==> config.mk <==
export PLATFORM = sky130hd
export DESIGN_NAME = rotary_encoder_decoder_lockout_core
export DESIGN_NICKNAME = d
export VERILOG_FILES = /design/src/rdl_pkg.sv /design/src/rdl_cfg_regs.sv /design/src/rdl_tracker.sv /design/src/rotary_encoder_decoder_lockout_core.sv
export VERILOG_INCLUDE_DIRS = /design/src /design/src/src
export SDC_FILE = /design/constraint.sdc
export NUM_CORES = 1
export LEC_CHECK = 0
export BUFFER_PORTS_ARGS = -buffer_cell sky130_fd_sc_hd__buf_2
export CAP_MARGIN = 20
export CORE_ASPECT_RATIO = 1.25
export CORE_MARGIN = 3
export CORE_UTILIZATION = 45
export DETAILED_ROUTE_END_ITERATION = 10
export GPL_ROUTABILITY_DRIVEN = 1
export PLACE_DENSITY = 0.75
export SYNTH_ARGS = -nofsm -noshare
export SYNTH_HDL_FRONTEND = slang
export SYNTH_SLANG_ARGS = --single-unit
==> constraint.sdc <==
create_clock -name clk -period 6.94 [get_ports clk]
set_clock_uncertainty 0.05 [all_clocks]
set_input_delay 0.347 -clock clk [delete_from_list [all_inputs] [get_ports clk]]
set_output_delay 0.347 -clock clk [all_outputs]
set_load 0.01 [all_outputs]
==> src/rotary_encoder_decoder_lockout_core_macros.svh <==
// Assertion macros shared by the rotary encoder decoder modules.
`ifndef ROTARY_ENCODER_DECODER_LOCKOUT_CORE_MACROS_SVH
`define ROTARY_ENCODER_DECODER_LOCKOUT_CORE_MACROS_SVH

// Same-cycle implication, checked outside reset.
`define RDL_ASSERT_NOW(label, ante, cons, msg) \
  label: assert property (@(posedge clk) disable iff (!rst_n) (ante) |-> (cons)) \
    else $error(msg);

// Next-cycle implication, checked outside reset.
`define RDL_ASSERT_NEXT(label, ante, cons, msg) \
  label: assert property (@(posedge clk) disable iff (!rst_n) (ante) |=> (cons)) \
    else $error(msg);

`endif

==> src/rdl_pkg.sv <==
// Types, constants and the direction classifier for the rotary encoder decoder.
package rdl_pkg;

  localparam int unsigned LockoutW = 16;
  localparam int unsigned TickW    = 8;
  localparam int unsigned CfgIdxW  = 2;
  localparam int unsigned CfgDataW = 16;

  localparam logic [CfgIdxW-1:0] CFG_LOCKOUT = 2'd0;
  localparam logic [CfgIdxW-1:0] CFG_POLL    = 2'd1;
  localparam logic [CfgIdxW-1:0] CFG_SETTLE  = 2'd2;

  localparam logic [LockoutW-1:0] LOCKOUT_RESET = 16'd300;
  localparam logic [TickW-1:0]    POLL_RESET    = 8'd20;
  localparam logic [TickW-1:0]    SETTLE_RESET  = 8'd15;

  localparam logic [1:0] DIR_NONE = 2'd0;
  localparam logic [1:0] DIR_CW   = 2'd1;
  localparam logic [1:0] DIR_CCW  = 2'd2;

  typedef struct packed {
    logic [LockoutW-1:0] lockout_ticks;
    logic [TickW-1:0]    poll_ticks;
    logic [TickW-1:0]    settle_ticks;
  } cfg_t;

  typedef struct packed {
    logic [1:0] step;
    logic       suppressed;
  } result_t;

  function automatic logic [1:0] classify(input logic [1:0] from_code,
                                          input logic [1:0] to_code);
    logic [1:0] dir;
    dir = DIR_NONE;
    case ({from_code, to_code})
      4'b00_10, 4'b11_01: dir = DIR_CW;
      4'b00_01, 4'b11_10: dir = DIR_CCW;
      default:            dir = DIR_NONE;
    endcase
    return dir;
  endfunction

endpackage

==> src/rdl_cfg_regs.sv <==
// Configuration register file for the rotary encoder decoder.
module rdl_cfg_regs (
  input  logic                             clk,
  input  logic                             rst_n,
  input  logic                             wr_en,
  input  logic [rdl_pkg::CfgIdxW-1:0]      wr_index,
  input  logic [rdl_pkg::CfgDataW-1:0]     wr_data,
  output rdl_pkg::cfg_t                    cfg
);
  import rdl_pkg::*;

  cfg_t cfg_r;

  always_ff @(posedge clk) begin
    if (!rst_n) begin
      cfg_r.lockout_ticks <= LOCKOUT_RESET;
      cfg_r.poll_ticks    <= POLL_RESET;
      cfg_r.settle_ticks  <= SETTLE_RESET;
    end else if (wr_en) begin
      unique case (wr_index)
        CFG_LOCKOUT: cfg_r.lockout_ticks <= wr_data[LockoutW-1:0];
        CFG_POLL:    cfg_r.poll_ticks    <= wr_data[TickW-1:0];
        CFG_SETTLE:  cfg_r.settle_ticks  <= wr_data[TickW-1:0];
        default:     ;
      endcase
    end
  end

  assign cfg = cfg_r;

endmodule

==> src/rdl_tracker.sv <==
// Phase tracking, direction decoding and reversal lockout for each tick.
`include "rotary_encoder_decoder_lockout_core_macros.svh"

module rdl_tracker (
  input  logic             clk,
  input  logic             rst_n,
  input  logic             advance,
  input  logic             pin_a,
  input  logic             pin_b,
  input  rdl_pkg::cfg_t    cfg,
  output rdl_pkg::result_t res
);
  import rdl_pkg::*;

  typedef enum logic [1:0] {
    PH_CAPTURE = 2'd0,
    PH_POLL    = 2'd1,
    PH_SETTLE  = 2'd2,
    PH_WAITEQ  = 2'd3
  } phase_t;

  phase_t              phase_r, phase_nxt;
  logic [1:0]          base_r, base_nxt;
  logic [TickW-1:0]    wait_r, wait_nxt;
  logic [LockoutW-1:0] since_r, since_nxt;
  logic [1:0]          last_dir_r, last_dir_nxt;

  logic [1:0]          code;
  logic [1:0]          dir;
  logic [1:0]          opposite;
  logic [TickW-1:0]    wait_inc;
  logic [TickW-1:0]    interval;
  logic [LockoutW-1:0] since_inc;

  always_comb begin
    code      = {pin_a, pin_b};
    dir       = classify(base_r, code);
    opposite  = (dir == DIR_CW) ? DIR_CCW : DIR_CW;
    wait_inc  = wait_r + TickW'(1);
    interval  = (cfg.poll_ticks == '0) ? TickW'(1) : cfg.poll_ticks;
    since_inc = (since_r != '1) ? since_r + LockoutW'(1) : since_r;

    phase_nxt      = phase_r;
    base_nxt       = base_r;
    wait_nxt       = wait_r;
    since_nxt      = since_inc;
    last_dir_nxt   = last_dir_r;
    res.step       = DIR_NONE;
    res.suppressed = 1'b0;

    unique case (phase_r)
      PH_CAPTURE: begin
        base_nxt  = code;
        wait_nxt  = '0;
        phase_nxt = PH_POLL;
      end
      PH_POLL: begin
        wait_nxt = wait_inc;
        if (wait_inc >= interval) begin
          wait_nxt = '0;
          if (code != base_r) begin
            if (dir != DIR_NONE) begin
              if (since_inc < cfg.lockout_ticks && last_dir_r == opposite) begin
                res.suppressed = 1'b1;
              end else begin
                res.step     = dir;
                last_dir_nxt = dir;
                since_nxt    = '0;
              end
            end
            phase_nxt = PH_SETTLE;
          end
        end
      end
      PH_SETTLE: begin
        wait_nxt = wait_inc;
        if (wait_inc >= cfg.settle_ticks) begin
          wait_nxt  = '0;
          phase_nxt = PH_WAITEQ;
        end
      end
      PH_WAITEQ: begin
        if (pin_a == pin_b) begin
          phase_nxt = PH_CAPTURE;
        end
      end
      default: phase_nxt = PH_CAPTURE;
    endcase
  end

  always_ff @(posedge clk) begin
    if (!rst_n) begin
      phase_r    <= PH_CAPTURE;
      base_r     <= '0;
      wait_r     <= '0;
      since_r    <= '0;
      last_dir_r <= DIR_NONE;
    end else if (advance) begin
      phase_r    <= phase_nxt;
      base_r     <= base_nxt;
      wait_r     <= wait_nxt;
      since_r    <= since_nxt;
      last_dir_r <= last_dir_nxt;
    end
  end

  `RDL_ASSERT_NOW(a_step_excl_supp, res.step != DIR_NONE, !res.suppressed,
                  "A step and a suppression were reported together.")
  `RDL_ASSERT_NOW(a_result_in_poll, res.step != DIR_NONE || res.suppressed,
                  phase_r == PH_POLL, "A result was raised outside the polling phase.")
  `RDL_ASSERT_NEXT(a_step_clears_timer, advance && res.step != DIR_NONE,
                   since_r == '0 && last_dir_r == $past(res.step),
                   "An accepted step did not restart the lockout timer.")

endmodule

==> src/rotary_encoder_decoder_lockout_core.sv <==
// Top level of the rotary encoder decoder with reversal lockout.
//
//  Channel | Direction | Ports                                   | Transfer
//  in      | request   | in_valid, in_ready, in_pin_a, in_pin_b   | one tick sample
//  out     | response  | out_valid, out_ready, out_step, out_*    | one result per tick
//  cfg     | request   | cfg_valid, cfg_ready, cfg_index, cfg_data| one register write
//
// Each request is decoded combinationally and its result is held in one output register.
// A new request is taken every cycle while the output register is empty or being drained.
// The output register is the only stage, so a result appears in the cycle after its request is taken.
// Reset is synchronous and active low; it restores the register defaults and the state.
// Configuration writes are always accepted and take effect on the next request.
`include "rotary_encoder_decoder_lockout_core_macros.svh"

module rotary_encoder_decoder_lockout_core (
  input  logic                         clk,
  input  logic                         rst_n,
  input  logic                         in_valid,
  output logic                         in_ready,
  input  logic                         in_pin_a,
  input  logic                         in_pin_b,
  output logic                         out_valid,
  input  logic                         out_ready,
  output logic [1:0]                   out_step,
  output logic                         out_suppressed,
  input  logic                         cfg_valid,
  output logic                         cfg_ready,
  input  logic [rdl_pkg::CfgIdxW-1:0]  cfg_index,
  input  logic [rdl_pkg::CfgDataW-1:0] cfg_data
);
  import rdl_pkg::*;

  cfg_t    cfg;
  result_t res;
  result_t out_r;
  logic    out_valid_r;
  logic    in_accept;

  assign cfg_ready = 1'b1;
  assign in_ready  = !out_valid_r || out_ready;
  assign in_accept = in_valid && in_ready;

  rdl_cfg_regs u_cfg (
    .clk      (clk),
    .rst_n    (rst_n),
    .wr_en    (cfg_valid),
    .wr_index (cfg_index),
    .wr_data  (cfg_data),
    .cfg      (cfg)
  );

  rdl_tracker u_tracker (
    .clk     (clk),
    .rst_n   (rst_n),
    .advance (in_accept),
    .pin_a   (in_pin_a),
    .pin_b   (in_pin_b),
    .cfg     (cfg),
    .res     (res)
  );

  always_ff @(posedge clk) begin
    if (!rst_n) begin
      out_valid_r <= 1'b0;
    end else if (in_ready) begin
      out_valid_r <= in_valid;
    end
  end

  always_ff @(posedge clk) begin
    if (in_accept) begin
      out_r <= res;
    end
  end

  assign out_valid      = out_valid_r;
  assign out_step       = out_r.step;
  assign out_suppressed = out_r.suppressed;

  `RDL_ASSERT_NEXT(a_accept_fills_out, in_accept, out_valid_r,
                   "An accepted request did not produce a result.")
  `RDL_ASSERT_NOW(a_step_code_legal, out_valid_r, out_step != 2'd3,
                  "The result carries an undefined step code.")
  `RDL_ASSERT_NEXT(a_result_kept, out_valid_r && !out_ready, $stable(out_r),
                   "A waiting result changed before it was taken.")

endmodule

**Word level (Yosys, flattened, before mapping)**

Cells that the tools add are included.

- Latch bits: 0
- Register bits after elaboration: 66
- Logic and storage cells: 77
- Memories: 0
- Memory bits (writable): 0
- Memory bits (read-only): 0

- Shift operators: 0
- Multiplexer cells: 18
- Bitwise operators: 5
- Add/sub/neg operators: 2
- Order comparisons: 3
- Multiply operators: 0
- Equal/unequal tests: 18
- Reductions and logical operators: 20
- Div/mod/pow operators: 0

Operator list:

| kind | count |
|---|---|
| 16-bit 2-to-1 mux | 6 |
| 8-bit 2-to-1 mux | 3 |
| 8-bit case mux with 3 select lines | 1 |
| 16-bit by 1-bit adder with 16-bit output (second input constant) | 1 |
| 8-bit >= comparator | 2 |
| 16-bit < comparator | 1 |
| 16-bit != test (second input constant) | 1 |
| 2-bit 2-to-1 mux | 5 |
| 2-bit AND reduction | 5 |
| 8-bit by 1-bit adder with 8-bit output (second input constant) | 1 |
| 4-bit == test (second input constant) | 2 |
| 8-bit zero test | 1 |
| 2-bit by 1-bit != test with 1-bit output (second input constant) | 4 |
| 2-bit case mux with 4 select lines | 1 |
| 2-bit by 1-bit == test with 1-bit output (second input constant) | 3 |
| 2-bit == test (second input constant) | 3 |
| 6-bit AND reduction | 1 |
| 1-bit NOT | 5 |
| 5-bit AND reduction | 1 |
| 5-bit OR reduction | 1 |
| 4-bit by 1-bit == test with 1-bit output (second input constant) | 1 |
| 4-bit by 2-bit == test with 1-bit output (second input constant) | 1 |
| 2-bit zero test | 2 |
| 2-bit case mux with 2 select lines | 1 |
| 11 further kinds | 13 |

**Longest topological paths before layout**

- Depth after elaboration: 12
- Gate-level depth with buffers: 17
- Depth with buffers taken out: 14

**Modules after synthesis**

From an unflattened synthesis, not the netlist that was laid out.

- Cell total of the unflattened synthesis: 477
- Area total of the unflattened synthesis: 4230.3 um^2

By module, submodules not included:

| module | area each (um^2) | sequential area each (um^2) | instances | cells an instance |
|---|---|---|---|---|
| rdl_tracker | 2740.1 | 600.6 | 1 | 335 |
| rdl_cfg_regs | 1331.3 | 640.6 | 1 | 132 |
| rotary_encoder_decoder_lockout_core | 158.9 | 110.1 | 1 | 10 |

**Worst setup path after synthesis**

OpenSTA, ideal clock, no wires.

- Kind: register to register
- Start: reg u_tracker.since_r[0]
- End: reg u_tracker.since_r[6]
- Arrival: 3226 ps
- Path buffers: 2
- Stages on the path, launching flop included: 17
- Slack: 3590 ps
- Cell sequence: dfxtp_1 -> ha_1 -> and4_4 -> a211oi_2 -> and3_1 -> buf_4 -> nand3_1 -> xnor2_1 -> ha_1 -> a21o_1 -> a21o_1 -> a221oi_1 -> nand2_1 -> o21bai_4 -> buf_6 -> nand3_1 -> a31oi_1

- Word-level cells in the longest chain between the ends: 9
- Elaborated cells on any way between the ends: 10
- Those cells by class: 1 x add/sub; 1 x order compare; 1 x eq/ne; 6 x mux; 1 x reduce/logical

RTL lines:

| what | RTL line | text |
|---|---|---|
| start, declared | rdl_tracker.sv:25 | `logic [LockoutW-1:0] since_r, since_nxt;` |
| start signal, assigned | rdl_tracker.sv:102 | `since_r <= since_nxt;` |
| 16-bit by 1-bit adder with 16-bit output / 16-bit != test (equally long branches) | rdl_tracker.sv:41 | `since_inc = (since_r != '1) ? since_r + LockoutW'(1) : since_r;` |
| 16-bit 2-to-1 mux (*) | rdl_tracker.sv:41 |  |
| 16-bit < comparator | rdl_tracker.sv:63 | `if (since_inc < cfg.lockout_ticks && last_dir_r == opposite) begin` |
| 1-bit logical AND | rdl_tracker.sv:63 |  |
| 16-bit 2-to-1 mux | rdl_tracker.sv:63 |  |
| 16-bit 2-to-1 mux | rdl_tracker.sv:62 | `if (dir != DIR_NONE) begin` |
| 16-bit 2-to-1 mux | rdl_tracker.sv:61 | `if (code != base_r) begin` |
| 16-bit 2-to-1 mux | rdl_tracker.sv:59 | `if (wait_inc >= interval) begin` |
| 16-bit 2-to-1 mux (*) | rdl_tracker.sv:51 | `unique case (phase_r)` |

Every way passes the cells marked *; elsewhere a longest branch is shown, timed or not.
A chain may end at the register's enable or synchronous reset.

**Final worst setup path**

- Start: reg u_tracker.since_r[0]
- End: reg u_tracker.since_r[0]

The elaborated chain is that of the path after synthesis.

==> impl_metrics.yaml <==
worst_setup_path:
  critPathKind: "reg -> reg"
  rrSetupSlack_ns: 2.91
  reg2reg_to: "u_tracker.since_r[0]$_SDFFE_PN0P_"
  reg2reg_from: "u_tracker.since_r[0]$_SDFFE_PN0P_"
  cp_data_required_time_ns: 7.16
  crit_path_end: "u_tracker.since_r[0]$_SDFFE_PN0P_"
  crit_path_max_fanout: 27
  startpoint_type: "register"
  cp-startpoint: "u_tracker.since_r[0]$_SDFFE_PN0P_"
  crit_path_end_kind: "register"
  arrival_ns: 4.25
  rr_worst_depth: 14
final_layout:
  drive_gt1_frac: 0.1183
  syn_to_final_growth_pct: 9.367
  diodes: 0
  fin_area_mm2: 0.004456
  fillers: 857
  finalNetCount: 585
synthesis:
  netlist.area_leader.share: 0.3096
  seq_area_frac_synth: 0.3317
  ys.flop_type: "dfxtp_1"
  synthesis.area_mm2: 0.004074
  synth_most_common_cell: "nand2_1"
  synthArstFlopShare: 0
  ys_top_cells_by_area: "dfxtp_1 31%, ha_1 12%, nand2_1 8.4%"
  synth_area_leader_cell: "dfxtp_1"
  yosysWarnings: 0
  netlist_instances: 504
  synth_cell_types: 60
  syn_avg_cell_area_um2: 8.083
  syn-num-nets: 569
  synthTopCellsByCount: "91 x nand2_1, 63 x dfxtp_1, 40 x ha_1"
  synth_edf_count: 3
  synth_seq_cells: 66
clock_network:
  htree_levels: 3
  cts_tree: "yes"
  numCtsBuffers: 9
  cts_resized: 0
  clock_latency_ns: 0.35
  root_buffer: "clkbuf_8"
  ctsHoldBuffers: 0
  cts_setup_buffers: 0
  clk_pin_slew_worst_paths_ns: 0.07
  cts.sinks: 66
  cts_buffer_depth: 2
sta:
  grt_setup_unrepaired: "no"
  fin_crit_sh: 0.5811
  relSlewSlack: 0.3277
  finalSetupViolations: 0
  min_period_ns: 4.033
  setup_tns_ns: 0
  fmax_mhz: 248.0
  worst_pin_slew_ns: 1.006
  slew_viol_final: 0
  hold_viol_final: 0
floorplan:
  fp.dieH_um: 112.4
  die_area_mm2: 0.01024
  fp.coreArea_mm2: 0.008748
  initial_core_util: 0.4657
  dieWidth_um: 91.10
  num_rows: 38
  io_pins: 31
grt:
  grt_max_degree: 46
  use_met2: 0.3202
  grt_usage: 0.1809
  grtUsageMet1: 0.2072
  grt_pass1_wl_um: 15120
  grt_pass1_vias: 3289
  grt_overflow: 0
  grt_use_met3: 0.03083
  antenna_found_initial: 0
  grt.busiest_layer: "met2"
drt:
  dr.pass1.iters: 4
  post-route-drc-count: 0
  drt-total-wl_um: 8996
  drt-initial-drc-count: 180
  vias_per_cell: 5.391
  avgRoutedWirePerCell_um: 13.97
  vias: 3472
  ant_nets: 0
job:
  cap_violations: 0
place:
  dpl-instance-area_mm2: 0.004234
  hpwl_um: 6726
  place.gp.congestion: 0.8495
  io_buffers: 29
power:
  power.leakage_nw: 1.883
  vdd_drop_max_mv: 0.1018
  powerDensity_mw_per_mm2: 190.3
outcome:
  status: "completed"
hold_path:
  hold_depth: 3
  min_path_type: "in -> reg"
-- power by group --
part | internal, mW | total [mW] | leakage [nW] | switching [mW]
logic | 0.0350 | 0.0914 | 1.23 | 0.0564
clock network | 0.210 | 0.354 | 0.106 | 0.144
registers | 0.393 | 0.403 | 0.542 | 0.00960
-- critical path, cell delays in order, from the launching register on --
cell      delay, ns
dfxtp_1        0.38
ha_1           0.30
and4_4         0.22
a211oi_2       0.31
and3_1         0.34
nand3_1        0.17
xnor2_1        0.21
ha_1           0.27
a21o_1         0.16
a21o_1         0.17
a221oi_1       0.27
nand2_1        0.16
o21bai_4       0.57
nand3_1        0.17
a31oi_1        0.19
-- layout make-up --
cell class	count	area, µm²	area share
Multi-Input combinational cell	373	2437	0.5470
Sequential cell	66	1351	0.3033
Timing Repair Buffer	30	156.4	0.03510
Inverter	40	150.1	0.03370
Tap cell	120	150.1	0.03370
Clock buffer	12	145.1	0.03258
Clock inverter	3	65.06	0.01460
-- through the flow --
| stage | util | worst slack, ns | std cells | hold WS (ns) | power (mW) |
|---|---|---|---|---|---|
| 2_1_floorplan | - | 3.590 | 504 | 0.3838 | 0.4761 |
| 3_3_place_gp | 0.4840 | 3.198 | 628 | 0.3952 | 0.4974 |
| 3_5_place_dp | 0.4840 | 3.003 | 628 | 0.3992 | 0.5020 |
| 4_1_cts | 0.5080 | 2.950 | 643 | 0.1600 | 0.8540 |
| 5_1_grt | 0.5093 | 2.647 | 644 | 0.1760 | 0.8814 |
| 6_report | 0.5093 | 2.907 | 644 | 0.1796 | 0.8479 |
-- per-layer routing --
layer  vias to the layer above  share of wire
met5                         -              0
met4                         0          0.031
met3                        20          0.027
met2                        57           0.50
met1                      1629           0.44
li1                       1766              -
-- cell usage in the layout (no fill, tap or decap), types with 6 or more instances in the layout --
cell,synthesis,routed
inv_1,39,39
a21oi_1,39,39
o21ai_1,8,8
clkbuf_8,1,10
dfxtp_1,63,63
o21ai_0,9,9
buf_2,2,29
ha_1,40,40
xnor2_1,16,16
xor2_1,10,10
nand2b_1,6,6
mux2i_1,7,7
nor3_1,9,9
nand2_1,91,91
nor2_1,25,25
nand3_1,37,37
o211ai_1,7,7
nand4_1,7,7
-- sequential cells by signal, indices dropped and copies added, names as in the netlist --
name	flops
u_cfg.cfg	32
out_step	2
u_tracker.base_r	2
u_tracker.since_r	16
u_tracker.phase_r	2
u_tracker.last_dir_r	2
out_suppressed	1
u_tracker.wait_r	8
out_valid	1
-- worst min path at each step --
stage | slack [ns] | startpoint | to
final | 0.18 | cfg_data[13] | u_cfg.cfg[29]$_SDFFE_PN0P_
after CTS | 0.16 | cfg_data[13] | u_cfg.cfg[29]$_SDFFE_PN0P_
after global routing | 0.18 | cfg_data[13] | u_cfg.cfg[29]$_SDFFE_PN0P_
after floorplan | 0.38 | u_cfg.cfg[29]$_SDFFE_PN0P_ | u_cfg.cfg[29]$_SDFFE_PN0P_
after detailed placement | 0.40 | u_cfg.cfg[17]$_SDFFE_PN0P_ | u_cfg.cfg[17]$_SDFFE_PN0P_
after global placement | 0.40 | u_cfg.cfg[31]$_SDFFE_PN0P_ | u_cfg.cfg[31]$_SDFFE_PN0P_
-- cells by family (layout without fill, tap and decap cells) --
kind of cell               Yosys count  count (layout)  synth area share
buffers and inverters               65              85           0.07125
muxes                                7               7           0.01720
AOI/OAI and AO/OA                   94              94            0.1526
other                                1               1         0.0009205
DFF                                 66              66            0.3317
and+or+nand+nor                    205             205            0.2475
xor gates and xnor gates            26              26           0.05589
adders and majority gates           40              40            0.1229
(Power assumes the default switching activity.)
